### src/hdl/slr_pkg.sv
// Package with shared types, constants and helpers for the shelf rectangle packer.
`timescale 1ns / 1ps
`default_nettype none

package slr_pkg;

  // Field widths
  localparam int DIM_W  = 15;
  localparam int AREA_W = 29;
  localparam int ADDR_W = 3;
  localparam int DATA_W = 32;

  // Largest dimension honored; larger sizes are clamped to it
  localparam int MAX_DIM = 16384;

  typedef logic [DIM_W-1:0]  dim_t;
  typedef logic [AREA_W-1:0] area_t;

  localparam dim_t  DIM_SAT     = {DIM_W{1'b1}};
  localparam area_t AREA_MAX    = {AREA_W{1'b1}};
  localparam dim_t  ATLAS_RESET = dim_t'(2048);

  // Register indexes, selected by paddr[2]
  localparam logic REG_ATLAS_WIDTH  = 1'b0;
  localparam logic REG_ATLAS_HEIGHT = 1'b1;

  // Clamp a dimension to MAX_DIM
  function automatic dim_t clamp_dim(input dim_t v);
    clamp_dim = (v > MAX_DIM) ? dim_t'(MAX_DIM) : v;
  endfunction

  // Saturating add of two dimensions
  function automatic dim_t sat_add(input dim_t a, input dim_t b);
    logic [DIM_W:0] s;
    s = {1'b0, a} + {1'b0, b};
    sat_add = s[DIM_W] ? DIM_SAT : s[DIM_W-1:0];
  endfunction

endpackage

`default_nettype wire

### src/hdl/shelf_rectangle_packer.sv
// Shelf next-fit rectangle packer with rotation: input register, placement logic, result register.
// An accepted rectangle enters the result register, raising out_valid, once it is free or draining.
// Throughput: one rectangle per cycle while out_ready holds; the cursor, shelf and area registers
// are updated in the same cycle the placement is computed, so each item sees the state left by
// the one before.
// Reset (synchronous, rst_n low): packing state clears, atlas returns to 2048 x 2048, stages empty.
`timescale 1ns / 1ps
`default_nettype none

module shelf_rectangle_packer (
  input  wire                                clk,
  input  wire                                rst_n,
  // Input channel
  input  wire                                in_valid,
  output logic                               in_ready,
  input  wire  [slr_pkg::DIM_W-1:0]          in_rect_width,
  input  wire  [slr_pkg::DIM_W-1:0]          in_rect_height,
  input  wire                                in_first_of_pass,
  // Result channel
  output logic                               out_valid,
  input  wire                                out_ready,
  output logic                               out_placed,
  output logic                               out_rotated,
  output logic [slr_pkg::DIM_W-1:0]          out_pos_x,
  output logic [slr_pkg::DIM_W-1:0]          out_pos_y,
  output logic [slr_pkg::DIM_W-1:0]          out_placed_w,
  output logic [slr_pkg::DIM_W-1:0]          out_placed_h,
  output logic [slr_pkg::AREA_W-1:0]         out_area_used,
  // Configuration port
  input  wire                                psel,
  input  wire                                penable,
  input  wire                                pwrite,
  input  wire  [slr_pkg::ADDR_W-1:0]         paddr,
  input  wire  [slr_pkg::DATA_W-1:0]         pwdata,
  output logic [slr_pkg::DATA_W-1:0]         prdata,
  output logic                               pready
);

  // Configuration registers
  slr_pkg::dim_t atlas_w_r;
  slr_pkg::dim_t atlas_h_r;
  logic          cfg_wr;

  // Input stage
  logic          in_v_r;
  slr_pkg::dim_t in_w_r;
  slr_pkg::dim_t in_h_r;
  logic          in_first_r;

  // Packing state
  slr_pkg::dim_t  cursor_x_r, cursor_x_nxt;
  slr_pkg::dim_t  cursor_y_r, cursor_y_nxt;
  slr_pkg::dim_t  shelf_h_r,  shelf_h_nxt;
  slr_pkg::area_t used_area_r, used_area_nxt;

  // Result stage
  logic           out_v_r;
  logic           placed_r, placed_nxt;
  logic           rotated_r, rotated_nxt;
  slr_pkg::dim_t  pos_x_r, pos_x_nxt;
  slr_pkg::dim_t  pos_y_r, pos_y_nxt;
  slr_pkg::dim_t  pw_r, pw_nxt;
  slr_pkg::dim_t  ph_r, ph_nxt;

  logic advance;

  // Placement working values
  slr_pkg::dim_t  w0, h0, aw, ah;
  slr_pkg::dim_t  cx, cy, sh;
  slr_pkg::area_t ua;
  slr_pkg::dim_t  w1, h1, w2, h2, w3, h3;
  slr_pkg::dim_t  cx2, cy2, sh2;
  logic           rot1, rot2, rot3;
  logic           new_shelf, no_fit2, fail;
  logic [slr_pkg::DIM_W:0]    cx_sum, y_sum2, y_sum3;
  logic [2*slr_pkg::DIM_W-1:0] rect_area;
  logic [slr_pkg::AREA_W:0]   area_sum;

  // APB: always ready, write in the access phase
  assign pready = 1'b1;
  assign cfg_wr = psel && penable && pwrite;

  always_ff @(posedge clk) begin
    if (!rst_n) begin
      atlas_w_r <= slr_pkg::ATLAS_RESET;
      atlas_h_r <= slr_pkg::ATLAS_RESET;
    end else if (cfg_wr) begin
      case (paddr[2])
        slr_pkg::REG_ATLAS_WIDTH:  atlas_w_r <= pwdata[slr_pkg::DIM_W-1:0];
        slr_pkg::REG_ATLAS_HEIGHT: atlas_h_r <= pwdata[slr_pkg::DIM_W-1:0];
        default: ;
      endcase
    end
  end

  // Read back the addressed register
  always_comb begin
    case (paddr[2])
      slr_pkg::REG_ATLAS_WIDTH:  prdata = {{(slr_pkg::DATA_W-slr_pkg::DIM_W){1'b0}}, atlas_w_r};
      slr_pkg::REG_ATLAS_HEIGHT: prdata = {{(slr_pkg::DATA_W-slr_pkg::DIM_W){1'b0}}, atlas_h_r};
      default:                   prdata = '0;
    endcase
  end

  // Handshake: move the input stage forward whenever the result register is free or draining
  assign advance   = in_v_r && (!out_v_r || out_ready);
  assign in_ready  = !in_v_r || advance;
  assign out_valid = out_v_r;

  always_ff @(posedge clk) begin
    if (!rst_n) begin
      in_v_r <= 1'b0;
    end else if (in_ready) begin
      in_v_r <= in_valid;
    end
  end

  always_ff @(posedge clk) begin
    if (in_ready && in_valid) begin
      in_w_r     <= in_rect_width;
      in_h_r     <= in_rect_height;
      in_first_r <= in_first_of_pass;
    end
  end

  // Place one rectangle against the current shelf
  always_comb begin
    w0 = slr_pkg::clamp_dim(in_w_r);
    h0 = slr_pkg::clamp_dim(in_h_r);
    aw = slr_pkg::clamp_dim(atlas_w_r);
    ah = slr_pkg::clamp_dim(atlas_h_r);

    // Start of pass clears the packing state
    cx = in_first_r ? '0 : cursor_x_r;
    cy = in_first_r ? '0 : cursor_y_r;
    sh = in_first_r ? '0 : shelf_h_r;
    ua = in_first_r ? '0 : used_area_r;

    // Orient to suit the current shelf
    rot1 = ((w0 > h0) && (w0 < sh)) || ((w0 < h0) && (h0 > sh));
    w1   = rot1 ? h0 : w0;
    h1   = rot1 ? w0 : h0;

    // Open a new shelf on horizontal overflow, long edge flat
    cx_sum    = {1'b0, cx} + {1'b0, w1};
    new_shelf = cx_sum > {1'b0, aw};
    cx2 = new_shelf ? '0 : cx;
    cy2 = new_shelf ? slr_pkg::sat_add(cy, sh) : cy;
    sh2 = new_shelf ? '0 : sh;
    rot2 = rot1;
    w2 = w1;
    h2 = h1;
    if (new_shelf && (w1 < h1)) begin
      rot2 = !rot1;
      w2   = h1;
      h2   = w1;
    end

    // Fall back to the other orientation
    y_sum2  = {1'b0, cy2} + {1'b0, h2};
    no_fit2 = (w2 > aw) || (y_sum2 > {1'b0, ah});
    rot3 = no_fit2 ? !rot2 : rot2;
    w3   = no_fit2 ? h2 : w2;
    h3   = no_fit2 ? w2 : h2;
    y_sum3 = {1'b0, cy2} + {1'b0, h3};
    fail   = (w3 > aw) || (y_sum3 > {1'b0, ah});

    rect_area = w3 * h3;
    area_sum  = {1'b0, ua} + (slr_pkg::AREA_W+1)'(rect_area);

    if (fail) begin
      placed_nxt    = 1'b0;
      rotated_nxt   = 1'b0;
      pos_x_nxt     = '0;
      pos_y_nxt     = '0;
      pw_nxt        = '0;
      ph_nxt        = '0;
      cursor_x_nxt  = cx2;
      shelf_h_nxt   = sh2;
      used_area_nxt = ua;
    end else begin
      placed_nxt    = 1'b1;
      rotated_nxt   = rot3;
      pos_x_nxt     = cx2;
      pos_y_nxt     = cy2;
      pw_nxt        = w3;
      ph_nxt        = h3;
      cursor_x_nxt  = slr_pkg::sat_add(cx2, w3);
      shelf_h_nxt   = (h3 > sh2) ? h3 : sh2;
      used_area_nxt = area_sum[slr_pkg::AREA_W] ? slr_pkg::AREA_MAX
                                                : area_sum[slr_pkg::AREA_W-1:0];
    end
    cursor_y_nxt = cy2;
  end

  // Commit packing state when the transaction moves to the result register
  always_ff @(posedge clk) begin
    if (!rst_n) begin
      cursor_x_r  <= '0;
      cursor_y_r  <= '0;
      shelf_h_r   <= '0;
      used_area_r <= '0;
    end else if (advance) begin
      cursor_x_r  <= cursor_x_nxt;
      cursor_y_r  <= cursor_y_nxt;
      shelf_h_r   <= shelf_h_nxt;
      used_area_r <= used_area_nxt;
    end
  end

  // Result register: hold until taken
  always_ff @(posedge clk) begin
    if (!rst_n) begin
      out_v_r <= 1'b0;
    end else if (advance) begin
      out_v_r <= 1'b1;
    end else if (out_ready) begin
      out_v_r <= 1'b0;
    end
  end

  always_ff @(posedge clk) begin
    if (advance) begin
      placed_r  <= placed_nxt;
      rotated_r <= rotated_nxt;
      pos_x_r   <= pos_x_nxt;
      pos_y_r   <= pos_y_nxt;
      pw_r      <= pw_nxt;
      ph_r      <= ph_nxt;
    end
  end

  assign out_placed    = placed_r;
  assign out_rotated   = rotated_r;
  assign out_pos_x     = pos_x_r;
  assign out_pos_y     = pos_y_r;
  assign out_placed_w  = pw_r;
  assign out_placed_h  = ph_r;
  assign out_area_used = used_area_r;

  // A failed placement reports zeroed geometry
  a_fail_zero: assert property (@(posedge clk) disable iff (!rst_n)
    (out_v_r && !placed_r) |-> (pos_x_r == '0 && pos_y_r == '0 &&
                                pw_r == '0 && ph_r == '0 && !rotated_r))
    else $error("failed placement carries nonzero geometry");

  // Used area never shrinks within a pass
  a_area_mono: assert property (@(posedge clk) disable iff (!rst_n)
    (advance && !in_first_r) |=> (used_area_r >= $past(used_area_r)))
    else $error("used area decreased within a pass");

  // An empty input stage always takes a transaction
  a_ready_empty: assert property (@(posedge clk) disable iff (!rst_n)
    !in_v_r |-> in_ready)
    else $error("input stalled while empty");

  // State only moves when a transaction advances
  a_state_hold: assert property (@(posedge clk) disable iff (!rst_n)
    !advance |=> ($stable(cursor_x_r) && $stable(cursor_y_r) && $stable(used_area_r)))
    else $error("packing state changed without a transaction");

endmodule

`default_nettype wire
### config.mk
export PLATFORM = sky130hd
export DESIGN_NAME = shelf_rectangle_packer
export DESIGN_NICKNAME = d
export VERILOG_FILES = /design/src/hdl/slr_pkg.sv /design/src/hdl/shelf_rectangle_packer.sv
export SDC_FILE = /design/constraint.sdc
export NUM_CORES = 1
export LEC_CHECK = 0
export ABC_AREA = 0
export BUFFER_PORTS_ARGS = -buffer_cell sky130_fd_sc_hd__buf_2
export CORE_ASPECT_RATIO = 2
export CORE_MARGIN = 3
export CORE_UTILIZATION = 45
export DETAILED_ROUTE_END_ITERATION = 7
export SLEW_MARGIN = 20
export SYNTH_ARGS = -nofsm -noshare
export SYNTH_HDL_FRONTEND = slang
export SYNTH_SLANG_ARGS = --single-unit
### constraint.sdc
create_clock -name clk -period 42.1 [get_ports clk]
set_input_delay 10.525 -clock clk [delete_from_list [all_inputs] [get_ports clk]]
set_output_delay 10.525 -clock clk [all_outputs]
set_load 0.05 [all_outputs]
==> impl_metrics.prom, run 1 <==
# TYPE chip_impl_metric gauge
chip_impl_metric{name="maximum_clock_insertion_buffer_count",unit=""} 2
chip_impl_metric{name="finalInstanceArea",unit="mm2"} 0.02840
chip_impl_info{name="root_buffer",value="sky130_fd_sc_hd__clkbuf_16"} 1
chip_impl_metric{name="final_worst_path_period_share",unit=""} 0.5725
chip_impl_metric{name="layout.nets",unit=""} 3867
chip_impl_metric{name="htreeDepth",unit=""} 4
chip_impl_info{name="synth.top_cells.by_area",value="sky130_fd_sc_hd__fa_1 15%, sky130_fd_sc_hd__ha_1 15%, sky130_fd_sc_hd__edfxtp_1 11%"} 1
chip_impl_info{name="criticalPathCategory",value="reg -> reg"} 1
chip_impl_info{name="end_kind",value="flop"} 1
chip_impl_metric{name="async_flop_share",unit=""} 0
chip_impl_metric{name="core-area",unit="mm2"} 0.05756
chip_impl_metric{name="drt_first_pass_iters",unit=""} 6
chip_impl_metric{name="skew",unit="ns"} 0.02397
chip_impl_info{name="tritoncts",value="built"} 1
chip_impl_metric{name="critical_path.n_buffers_inverters",unit=""} 14
chip_impl_metric{name="yosys_warnings",unit=""} 0
chip_impl_metric{name="routabilityCongestion",unit=""} 0.9748
chip_impl_metric{name="timing.critical_path.arrival",unit="ns"} 24.55
chip_impl_metric{name="port_buffers",unit=""} 161
chip_impl_metric{name="maximum_number_of_pins_on_one_net_before_global_route_repair",unit=""} 90
chip_impl_info{name="synth_top_cells_by_count",value="386 x sky130_fd_sc_hd__inv_1, 334 x sky130_fd_sc_hd__nand2_1, 313 x sky130_fd_sc_hd__ha_1"} 1
chip_impl_metric{name="path_max_fanout",unit=""} 89
chip_impl_info{name="critical-path-top-cell-by-count",value="sky130_fd_sc_hd__o21ai_0"} 1
chip_impl_metric{name="number_of_antenna_violations_at_the_first_check_in_global_routing",unit=""} 0
chip_impl_info{name="regToRegStartpoint",value="in_w_r[14]"} 1
chip_impl_metric{name="layout.area.seq",unit="mm2"} 0.004915
chip_impl_metric{name="netlist-cell-type-count",unit=""} 79
chip_impl_metric{name="total_number_of_vias",unit=""} 24820
chip_impl_metric{name="antenna_left",unit=""} 0
chip_impl_metric{name="timing.hold.worst_path_depth",unit=""} 2
chip_impl_metric{name="clkTransAtPathRegs",unit="ns"} 0.08
chip_impl_metric{name="hold_violations",unit=""} 0
chip_impl_metric{name="numCtsBuffers",unit=""} 17
chip_impl_metric{name="max-cap-violations",unit=""} 0
chip_impl_metric{name="synth.cell_area",unit="mm2"} 0.02638
chip_impl_metric{name="detailed_place_hpwl",unit="um"} 75750
chip_impl_metric{name="synth_top_area_frac",unit=""} 0.1518
chip_impl_metric{name="routed_wl",unit="um"} 99410
chip_impl_metric{name="final.min_clock_period",unit="ns"} 24.10
chip_impl_metric{name="holdBufCountCts",unit=""} 0
chip_impl_metric{name="boundaryPins",unit=""} 199
chip_impl_metric{name="rr_worst_depth",unit=""} 89
chip_impl_metric{name="tns",unit="ns"} 0
chip_impl_metric{name="fmaxAchievable",unit="MHz"} 41.49
chip_impl_metric{name="global_route.usage.total",unit=""} 0.3207
chip_impl_metric{name="ctsResizeCount",unit=""} 0
chip_impl_metric{name="multi_input_area",unit="mm2"} 0.01907
chip_impl_metric{name="timing.slew.headroom",unit=""} 0.2368
chip_impl_metric{name="cts.sink_count",unit=""} 199
chip_impl_metric{name="wl_per_cell",unit="um"} 24.54
chip_impl_metric{name="fin_cells",unit=""} 4051
chip_impl_metric{name="placementRows",unit=""} 124
chip_impl_metric{name="starting_density",unit=""} 0.4582
chip_impl_info{name="synth_top_flop_cell",value="sky130_fd_sc_hd__dfxtp_1"} 1
chip_impl_info{name="hold_path_startpoint",value="cursor_y_r[10]"} 1
chip_impl_metric{name="setup-violations-final",unit=""} 0
chip_impl_info{name="worstReg2RegEnd",value="out_area_used[26]"} 1
chip_impl_metric{name="postSynthRegisterBits",unit=""} 199
chip_impl_metric{name="cts_setup_buffers",unit=""} 0
chip_impl_metric{name="critical_path_required",unit="ns"} 42.55
chip_impl_metric{name="dieWidth",unit="um"} 177.2
chip_impl_info{name="yosysMostFrequentCell",value="sky130_fd_sc_hd__inv_1"} 1
chip_impl_info{name="run_status",value="finished, final reports clean"} 1
chip_impl_metric{name="maxSlewViolCount",unit=""} 0
chip_impl_metric{name="die_area",unit="mm2"} 0.06173
chip_impl_metric{name="die_y",unit="um"} 348.4
chip_impl_info{name="category_of_cells_accounting_for_the_largest_share_of_critical_path_delay",value="compound AO/OA/AOI/OAI gates"} 1
chip_impl_metric{name="synth_enable_flop_cells",unit=""} 93
chip_impl_metric{name="syn-instance-count",unit=""} 3239
chip_impl_metric{name="timing.critical_path.slowest_cell_delay",unit="ns"} 0.97
chip_impl_metric{name="vias_in_the_first_global_route",unit=""} 25760
chip_impl_metric{name="gr-total-overflow",unit=""} 0
chip_impl_info{name="startpoint_type",value="flop"} 1
chip_impl_info{name="yosysTopAreaCell",value="sky130_fd_sc_hd__fa_1"} 1
chip_impl_metric{name="slew_at_the_pin_closest_to_its_max_slew_limit",unit="ns"} 1.145
chip_impl_metric{name="drcViolationCount",unit=""} 0
chip_impl_metric{name="place_inst",unit=""} 4018
chip_impl_metric{name="grt_pass1_wl",unit="um"} 149000
chip_impl_metric{name="worstSkewPairLatency",unit="ns"} 0.52
chip_impl_info{name="min-delay-path-class",value="reg -> reg"} 1
chip_impl_metric{name="seq_area_frac_synth",unit=""} 0.1863
chip_impl_info{name="rsz0062_at_grt",value="false"} 1
chip_impl_metric{name="worst-r2r-setup-slack",unit="ns"} 18.00
chip_impl_metric{name="num-fill-cells",unit=""} 5609
chip_impl_metric{name="avgSynthCellArea",unit="um2"} 8.143
chip_impl_info{name="min_to",value="cursor_y_r[10]"} 1
chip_impl_metric{name="detailedRoute.firstIterationViolations",unit=""} 1773
chip_impl_metric{name="layout-drive-gt1-share",unit=""} 0.1093
chip_impl_metric{name="area.growth.synth_to_final",unit="%"} 7.680
chip_impl_metric{name="place_area",unit="mm2"} 0.02784
chip_impl_info{name="cpMaxStageDelayCell",value="sky130_fd_sc_hd__a211oi_1"} 1
chip_impl_metric{name="viasPerCell",unit=""} 6.126
[state kept, by name, indices dropped and copies added (netlist names)]
register and flops:
in_v_r 1, out_pos_x 15, shelf_h_r 15, atlas_w_r 15
in_first_r 1, out_valid 1, out_area_used 29, out_placed_h 15
cursor_y_r 15, cursor_x_r 15, in_w_r 15, out_pos_y 15
out_placed 1, atlas_h_r 15, out_placed_w 15, in_h_r 15
out_rotated 1
[layout by cell type, fill, tap and decap left out, drive strengths merged, types with 22 or more instances in the layout]
cell	synthesis	layout
o31ai	88	88
ha	313	313
nor2	113	113
buf	94	240
a31oi	121	121
fa	200	200
and3	22	22
nor2b	92	92
mux2i	22	22
o21ai	166	166
a21o	43	43
mux2	26	26
dfxtp	106	106
nand2b	39	39
a21oi	184	184
inv	392	400
nand2	335	335
nor3	150	150
and2	33	33
edfxtp	93	93
xnor2	60	60
nand3	149	149
[worst max path at each step]
stage,from,endpoint,cells after the start
finish,in_w_r[14],out_area_used[26],89
global route,in_w_r[14],out_area_used[26],90
global placement,in_w_r[14],out_area_used[21],91
detailed placement,in_w_r[14],out_area_used[21],91
floorplan,paddr[2],prdata[14],3
CTS,in_w_r[14],out_area_used[21],91
[worst reg2reg max path, delay by kind of cell, from the launching register on]
family                   cells  cell delay [ns]
AO/OA/AOI/OAI               40             8.88
adder cells (fa/ha/maj)     13             5.33
buffers and inverters       14             4.42
AND/OR/NAND/NOR             17             3.30
XOR/XNOR                     4             1.63
flip-flops                   1             0.36
multiplexers                 1             0.16
[per-stage QoR]
| stage | utilization | hold slack, ns | setup WS, ns |
|---|---|---|---|
| after floorplan | - | 0.4076 | 19.48 |
| after global placement | 0.4835 | 0.4171 | 18.71 |
| after detailed placement | 0.4836 | 0.4307 | 18.42 |
| after CTS | 0.4934 | 0.4425 | 18.40 |
| after global routing | 0.4934 | 0.4784 | 16.31 |
| final | 0.4934 | 0.4443 | 18.00 |
[routing by layer]
metal / GRT usage / part of all wire
met1: 0.3217 / 0.33
met2: 0.5641 / 0.50
met3: 0.05704 / 0.067
met4: 0.2745 / 0.10
met5: 0 / 0
[cells by family after synthesis]
| group | Yosys count | share of synthesized area |
|---|---|---|
| buffers and inverters | 634 | 0.09639 |
| other | 2 | 0.0002847 |
| DFF | 199 | 0.1863 |
| adders and majority gates | 513 | 0.3003 |
| and+or+nand+nor | 989 | 0.1797 |
| xor gates and xnor gates | 80 | 0.02765 |
| muxes | 48 | 0.01945 |
| AOI/OAI and AO/OA | 774 | 0.1899 |
[layout make-up]
cell class | instances | area share
Clock inverter | 13 | 0.004626
Clock buffer | 19 | 0.01524
Tap cell | 756 | 0.03330
Antenna cell | 1 | 0.00008811
Multi-Input combinational cell | 2422 | 0.6713
Sequential cell | 199 | 0.1730
Inverter | 401 | 0.05317
Timing Repair Buffer | 240 | 0.04925
Power of run 1 is left out: the tool's default activity adds up to more than one toggle a clock period on the data nets, which glitch-free logic cannot reach.
==> run 2, diff against run 1 <==
==> constraint.sdc (replaced) <==
create_clock -name clk -period 22.4 [get_ports clk]
set_input_delay 5.6 -clock clk [delete_from_list [all_inputs] [get_ports clk]]
set_output_delay 5.6 -clock clk [all_outputs]
set_load 0.05 [all_outputs]
==> run 2 against run 1 <==
- first-iteration DRC count decreased by 2.2%
- register-to-register slack got worse by 16 ns
- count of clock-buffer cells in the layout increased by 1
- via count increased by 0.25%
- non-clock buffer count increased by 62
- wire length increased by 0.35%
- final area increased by 2.1%
- die area unchanged
- fmax increased by 16%
- worst hold slack got worse by 0.0015 ns
- setup slack got worse by 16 ns
- core utilization increased by 1.0 points
- largest cell class unchanged
==> impl_metrics.prom, run 2 (same netlist as run 1, synthesis figures left out) <==
# TYPE chip_impl_metric gauge
chip_impl_metric{name="met1_usage",unit=""} 0.3339
chip_impl_metric{name="drt_first_pass_iters",unit=""} 6
chip_impl_metric{name="rr_worst_depth",unit=""} 87
chip_impl_metric{name="routabilityCongestion",unit=""} 0.9703
chip_impl_metric{name="antenna_left",unit=""} 0
chip_impl_info{name="mostFrequentLayoutCells",value="384 x sky130_fd_sc_hd__inv_1, 334 x sky130_fd_sc_hd__nand2_1, 313 x sky130_fd_sc_hd__ha_1"} 1
chip_impl_metric{name="layout-drive-gt1-share",unit=""} 0.1254
chip_impl_metric{name="groute.layer.met2.usage",unit=""} 0.5805
chip_impl_info{name="startpoint_type",value="flop"} 1
chip_impl_metric{name="drcViolationCount",unit=""} 0
chip_impl_metric{name="critical_path.n_buffers_inverters",unit=""} 12
chip_impl_metric{name="timing.critical_path.arrival",unit="ns"} 21.23
chip_impl_metric{name="global_route.usage.total",unit=""} 0.3249
chip_impl_metric{name="critical_path_required",unit="ns"} 22.80
chip_impl_metric{name="gr-total-overflow",unit=""} 0
chip_impl_metric{name="final_worst_path_period_share",unit=""} 0.9300
chip_impl_info{name="run_status",value="finished, final reports clean"} 1
chip_impl_metric{name="timing.critical_path.slowest_cell_delay",unit="ns"} 0.72
chip_impl_metric{name="final_util",unit=""} 0.5036
chip_impl_metric{name="htreeDepth",unit=""} 4
chip_impl_info{name="hold_path_startpoint",value="cursor_y_r[0]"} 1
chip_impl_metric{name="port_buffers",unit=""} 161
chip_impl_metric{name="grt_pass1_wl",unit="um"} 151400
chip_impl_metric{name="placementRows",unit=""} 124
chip_impl_info{name="cpMaxStageDelayCell",value="sky130_fd_sc_hd__o311ai_1"} 1
chip_impl_info{name="layout.cells.most_common",value="sky130_fd_sc_hd__inv_1"} 1
chip_impl_metric{name="area.growth.synth_to_final",unit="%"} 9.905
chip_impl_metric{name="tns",unit="ns"} 0
chip_impl_metric{name="die_area",unit="mm2"} 0.06173
chip_impl_metric{name="num_antenna_cells",unit=""} 0
chip_impl_metric{name="viasPerCell",unit=""} 6.050
chip_impl_metric{name="hold_violations",unit=""} 0
chip_impl_metric{name="worst-r2r-setup-slack",unit="ns"} 1.57
chip_impl_metric{name="maximum_clock_insertion_buffer_count",unit=""} 2
chip_impl_metric{name="path_max_fanout",unit=""} 40
chip_impl_metric{name="routed_wl",unit="um"} 99750
chip_impl_metric{name="multi_input_area",unit="mm2"} 0.01906
chip_impl_info{name="regToRegStartpoint",value="in_h_r[14]"} 1
chip_impl_metric{name="numCtsBuffers",unit=""} 17
chip_impl_info{name="root_buffer",value="sky130_fd_sc_hd__clkbuf_16"} 1
chip_impl_metric{name="core-area",unit="mm2"} 0.05756
chip_impl_metric{name="number_of_antenna_violations_at_the_first_check_in_global_routing",unit=""} 0
chip_impl_info{name="tritoncts",value="built"} 1
chip_impl_info{name="min_to",value="cursor_y_r[0]"} 1
chip_impl_metric{name="vias_in_the_first_global_route",unit=""} 26060
chip_impl_metric{name="timing.slew.headroom",unit=""} 0.3186
chip_impl_info{name="rsz0062_at_grt",value="false"} 1
chip_impl_metric{name="detailed_place_hpwl",unit="um"} 76740
chip_impl_metric{name="timing.hold.worst_path_depth",unit=""} 2
chip_impl_info{name="busiest_layer",value="met2"} 1
chip_impl_metric{name="cts.sink_count",unit=""} 199
chip_impl_metric{name="fmaxAchievable",unit="MHz"} 48.00
chip_impl_metric{name="largest_register_ff_count",unit=""} 29
chip_impl_metric{name="final.min_clock_period",unit="ns"} 20.83
chip_impl_info{name="worstReg2RegEnd",value="out_area_used[26]"} 1
chip_impl_metric{name="wl_per_cell",unit="um"} 24.26
chip_impl_metric{name="boundaryPins",unit=""} 199
chip_impl_metric{name="max-cap-violations",unit=""} 0
chip_impl_metric{name="maximum_number_of_pins_on_one_net_before_global_route_repair",unit=""} 97
chip_impl_info{name="end_kind",value="flop"} 1
chip_impl_info{name="worst_setup_path_startpoint",value="in_h_r[14]"} 1
chip_impl_info{name="min-delay-path-class",value="reg -> reg"} 1
chip_impl_metric{name="maxSlewViolCount",unit=""} 0
chip_impl_metric{name="grt.met3_usage",unit=""} 0.04921
chip_impl_metric{name="num-fill-cells",unit=""} 5626
chip_impl_metric{name="slew_at_the_pin_closest_to_its_max_slew_limit",unit="ns"} 1.018
chip_impl_metric{name="layout.nets",unit=""} 3929
chip_impl_metric{name="total_number_of_vias",unit=""} 24880
chip_impl_metric{name="holdBufCountCts",unit=""} 0
chip_impl_metric{name="dieWidth",unit="um"} 177.2
chip_impl_info{name="critical-path-top-cell-by-count",value="sky130_fd_sc_hd__o21ai_0"} 1
chip_impl_metric{name="fin_ws",unit="ns"} 1.568
chip_impl_metric{name="die_y",unit="um"} 348.4
chip_impl_info{name="criticalPathCategory",value="reg -> reg"} 1
chip_impl_metric{name="starting_density",unit=""} 0.4582
chip_impl_metric{name="setup-violations-final",unit=""} 0
chip_impl_metric{name="clkTransAtPathRegs",unit="ns"} 0.08
chip_impl_metric{name="skew",unit="ns"} 0.02010
chip_impl_metric{name="worst_setup_slack_after_placement",unit="ns"} 1.558
chip_impl_info{name="category_of_cells_accounting_for_the_largest_share_of_critical_path_delay",value="compound AO/OA/AOI/OAI gates"} 1
chip_impl_metric{name="worstSkewPairLatency",unit="ns"} 0.51
chip_impl_metric{name="layout.area.seq",unit="mm2"} 0.004915
chip_impl_metric{name="detailedRoute.firstIterationViolations",unit=""} 1734
run 2: cell count changes in the layout (fill, tap and decap cells not counted), sizes merged:
cell	previous run	this run
buf	240	301
clkbuf	19	21
inv	400	398
bufinv	0	1
clkinv	13	14
clkinvlp	1	0
diode	1	0
run 2: metal layers:
layer / wire length (um) / part of all wire
met4: 9404 / 0.094
met3: 5779 / 0.058
met2: 50410 / 0.51
met1: 34160 / 0.34
met5: 0 / 0
run 2: worst max-delay path by stage:
stage	end	slack (ns)	cells after the start
2_1_floorplan	out_area_used[2]	3.35	93
3_3_place_gp	out_area_used[26]	1.85	85
3_5_place_dp	out_area_used[21]	1.56	85
4_1_cts	out_area_used[21]	1.51	85
5_1_grt	out_area_used[26]	0.25	85
6_report	out_area_used[26]	1.57	87
run 2: worst register-to-register path, delay by kind of cell (launching register included):
| family | cells | cell delay (ns) |
|---|---|---|
| and+or+nand+nor | 16 | 2.23 |
| muxes | 1 | 0.17 |
| buffers and inverters | 12 | 2.21 |
| AOI/OAI and AO/OA | 40 | 8.50 |
| DFF | 1 | 0.47 |
| xor gates and xnor gates | 4 | 1.38 |
| adders and majority gates | 14 | 5.76 |
run 2: timing repair:
action | in CTS | in global routing
endpoints found under the setup margin | 0 | 7
resized for setup | 0 | 0
setup buffers | 0 | 4
run 2: final cells by class:
cell class	instances	share of cell area
multi-input combinational	2422	0.6574
sequential	199	0.1695
timing repair buffer	302	0.06819
inverter	401	0.05210
tap	756	0.03263
clock buffer	20	0.01541
clock inverter	12	0.004748
run 2: through the flow:
step	instances	area (um2)	hold slack (ns)
final	4112	28990	0.4428
after detailed placement	4075	28370	0.4319
after floorplan	3255	26440	0.4076
after global routing	4112	28990	0.4620
after CTS	4107	28950	0.4446
after global placement	4075	28360	0.4147
Power of run 2 is left out for the same reason.
==> run 3, diff against run 2 <==
--- a/config.mk
+++ b/config.mk
@@ -11,6 +11,9 @@
 export CORE_MARGIN = 3
 export CORE_UTILIZATION = 45
 export DETAILED_ROUTE_END_ITERATION = 7
+export HOLD_SLACK_MARGIN = 0.12
+export RECOVER_POWER = 25
+export SETUP_SLACK_MARGIN = 0.02
 export SLEW_MARGIN = 20
 export SYNTH_ARGS = -nofsm -noshare
 export SYNTH_HDL_FRONTEND = slang
==> run 3 against run 2 <==
- the run now ends with capacitance limit, slew limit left
- worst hold slack about the same
- setup slack improved by 0.034 ns
- final cell count unchanged
- sequential share of layout area about the same
- die area unchanged
- global-route usage unchanged
- critical path depth unchanged
- fmax increased by 0.16%
- final area decreased by 0.19%
- core utilization decreased by 0.096 points
- count of clock-buffer cells in the layout unchanged
==> impl_metrics.prom, run 3 (same netlist as run 1, synthesis figures left out) <==
# TYPE chip_impl_metric gauge
chip_impl_metric{name="worstSkewPairLatency",unit="ns"} 0.51
chip_impl_metric{name="starting_density",unit=""} 0.4582
chip_impl_metric{name="antenna_left",unit=""} 0
chip_impl_metric{name="boundaryPins",unit=""} 199
chip_impl_metric{name="max-cap-violations",unit=""} 3
chip_impl_metric{name="numCtsBuffers",unit=""} 17
chip_impl_info{name="root_buffer",value="sky130_fd_sc_hd__clkbuf_16"} 1
chip_impl_metric{name="detailed_place_hpwl",unit="um"} 76740
chip_impl_info{name="min-delay-path-class",value="reg -> reg"} 1
chip_impl_info{name="critical-path-top-cell-by-count",value="sky130_fd_sc_hd__o21ai_0"} 1
chip_impl_metric{name="htreeDepth",unit=""} 4
chip_impl_info{name="run_status",value="finished, violations left"} 1
chip_impl_metric{name="wl_per_cell",unit="um"} 24.28
chip_impl_info{name="rsz0062_at_grt",value="false"} 1
chip_impl_metric{name="routed_wl",unit="um"} 99830
chip_impl_info{name="cpMaxStageDelayCell",value="sky130_fd_sc_hd__o311ai_1"} 1
chip_impl_metric{name="path_max_fanout",unit=""} 40
chip_impl_metric{name="timing.critical_path.slowest_cell_delay",unit="ns"} 0.72
chip_impl_info{name="min_to",value="cursor_y_r[0]"} 1
chip_impl_metric{name="final_worst_path_period_share",unit=""} 0.9285
chip_impl_metric{name="layout.nets",unit=""} 3929
chip_impl_metric{name="core-area",unit="mm2"} 0.05756
chip_impl_metric{name="vias_in_the_first_global_route",unit=""} 26060
chip_impl_metric{name="layout-drive-gt1-share",unit=""} 0.1132
chip_impl_metric{name="rr_worst_depth",unit=""} 87
chip_impl_metric{name="detailedRoute.firstIterationViolations",unit=""} 1668
chip_impl_info{name="tritoncts",value="built"} 1
chip_impl_metric{name="place_inst",unit=""} 4075
chip_impl_info{name="criticalPathCategory",value="reg -> reg"} 1
chip_impl_metric{name="num_antenna_cells",unit=""} 0
chip_impl_metric{name="dieWidth",unit="um"} 177.2
chip_impl_metric{name="final.min_clock_period",unit="ns"} 20.80
chip_impl_metric{name="area.growth.synth_to_final",unit="%"} 9.696
chip_impl_metric{name="holdBufCountCts",unit=""} 0
chip_impl_metric{name="number_of_antenna_violations_at_the_first_check_in_global_routing",unit=""} 0
chip_impl_metric{name="total_number_of_vias",unit=""} 24910
chip_impl_metric{name="cts.sink_count",unit=""} 199
chip_impl_metric{name="timing.slew.headroom",unit=""} -0.7368
chip_impl_metric{name="tns",unit="ns"} 0
chip_impl_info{name="worstReg2RegEnd",value="out_area_used[26]"} 1
chip_impl_metric{name="worst-r2r-setup-slack",unit="ns"} 1.60
chip_impl_metric{name="die_y",unit="um"} 348.4
chip_impl_metric{name="placementRows",unit=""} 124
chip_impl_metric{name="maximum_clock_insertion_buffer_count",unit=""} 2
chip_impl_metric{name="critical_path_required",unit="ns"} 22.80
chip_impl_metric{name="setup-violations-final",unit=""} 0
chip_impl_info{name="layout.cells.most_common",value="sky130_fd_sc_hd__inv_1"} 1
chip_impl_metric{name="drcViolationCount",unit=""} 0
chip_impl_metric{name="port_buffers",unit=""} 161
chip_impl_info{name="startpoint_type",value="flop"} 1
chip_impl_metric{name="skew",unit="ns"} 0.02067
chip_impl_metric{name="viasPerCell",unit=""} 6.057
chip_impl_metric{name="fmaxAchievable",unit="MHz"} 48.08
chip_impl_metric{name="die_area",unit="mm2"} 0.06173
chip_impl_info{name="end_kind",value="flop"} 1
chip_impl_metric{name="global_route.usage.total",unit=""} 0.3249
chip_impl_metric{name="final_util",unit=""} 0.5027
chip_impl_metric{name="timing.critical_path.arrival",unit="ns"} 21.20
chip_impl_metric{name="largest_register_ff_count",unit=""} 29
chip_impl_metric{name="slew_at_the_pin_closest_to_its_max_slew_limit",unit="ns"} 2.605
chip_impl_info{name="hold_path_startpoint",value="cursor_y_r[0]"} 1
chip_impl_info{name="violations",value="capacitance limit, slew limit"} 1
chip_impl_metric{name="grt_pass1_wl",unit="um"} 151400
chip_impl_metric{name="drt_first_pass_iters",unit=""} 6
chip_impl_metric{name="clkTransAtPathRegs",unit="ns"} 0.08
chip_impl_metric{name="routabilityCongestion",unit=""} 0.9703
chip_impl_metric{name="timing.hold.worst_path_depth",unit=""} 2
chip_impl_info{name="mostFrequentLayoutCells",value="384 x sky130_fd_sc_hd__inv_1, 334 x sky130_fd_sc_hd__nand2_1, 313 x sky130_fd_sc_hd__ha_1"} 1
chip_impl_metric{name="maximum_number_of_pins_on_one_net_before_global_route_repair",unit=""} 97
chip_impl_metric{name="hold_violations",unit=""} 0
chip_impl_metric{name="maxSlewViolCount",unit=""} 71
chip_impl_metric{name="gr-total-overflow",unit=""} 0
chip_impl_info{name="regToRegStartpoint",value="in_h_r[14]"} 1
chip_impl_metric{name="fin_cells",unit=""} 4112
==> run 3: changes by cell type in the layout (fill, tap and decap cells not counted) <==
| cell | delta |
|---|---|
| sky130_fd_sc_hd__buf_4 | -1 |
| sky130_fd_sc_hd__inv_4 | -1 |
| sky130_fd_sc_hd__and2_2 | -1 |
| sky130_fd_sc_hd__clkinvlp_2 | +1 |
| sky130_fd_sc_hd__buf_2 | -39 |
| sky130_fd_sc_hd__clkbuf_1 | +40 |
| sky130_fd_sc_hd__and2_0 | +1 |
==> run 3: timing repair <==
action                     4_1_cts  5_1_grt
gates resized for setup          0        0
setup endpoints to repair        0        7
buffers inserted                 0        4
==> run 3: through the flow <==
step	hold WS (ns)	area, um2	setup WS [ns]
after global placement	0.4147	28360	1.851
after CTS	0.4446	28950	1.514
final	0.4427	28930	1.602
after detailed placement	0.4319	28370	1.558
after floorplan	0.4076	26440	3.351
after global routing	0.4620	28930	0.2539
==> run 3: cell type report <==
| type | instances | area, um2 |
|---|---|---|
| inverter | 401 | 1509 |
| timing repair buffer | 302 | 1924 |
| clock inverter | 12 | 137.6 |
| fill | 5639 | 28630 |
| sequential | 199 | 4915 |
| multi-input combinational | 2422 | 19060 |
| tap | 756 | 945.9 |
| clock buffer | 20 | 446.7 |
==> run 3: worst max path at each step <==
stage | start | to | depth (start not counted)
after floorplan | in_h_r[14] | out_area_used[2] | 93
after global placement | in_h_r[14] | out_area_used[26] | 85
after detailed placement | in_h_r[14] | out_area_used[21] | 85
after CTS | in_h_r[14] | out_area_used[21] | 85
after global routing | in_w_r[14] | out_area_used[26] | 85
final | in_h_r[14] | out_area_used[26] | 87
==> run 3: routing by layer <==
layer,vias to the layer above,part of all wire,global-route usage
met5,-,0,0
met4,0,0.095,0.2541
met3,438,0.060,0.04921
met2,1170,0.51,0.5805
met1,11900,0.34,0.3339
li1,11400,-,-
==> run 3: critical path: cells and delay by family (launching register included) <==
family                     cells  cell delay [ns]
and+or+nand+nor               15             2.07
xor gates and xnor gates       4             1.36
adders and majority gates     14             5.60
DFF                            1             0.47
muxes                          1             0.17
AOI/OAI and AO/OA             40             8.68
buffers and inverters         13             2.26
Power of run 3 is left out for the same reason.
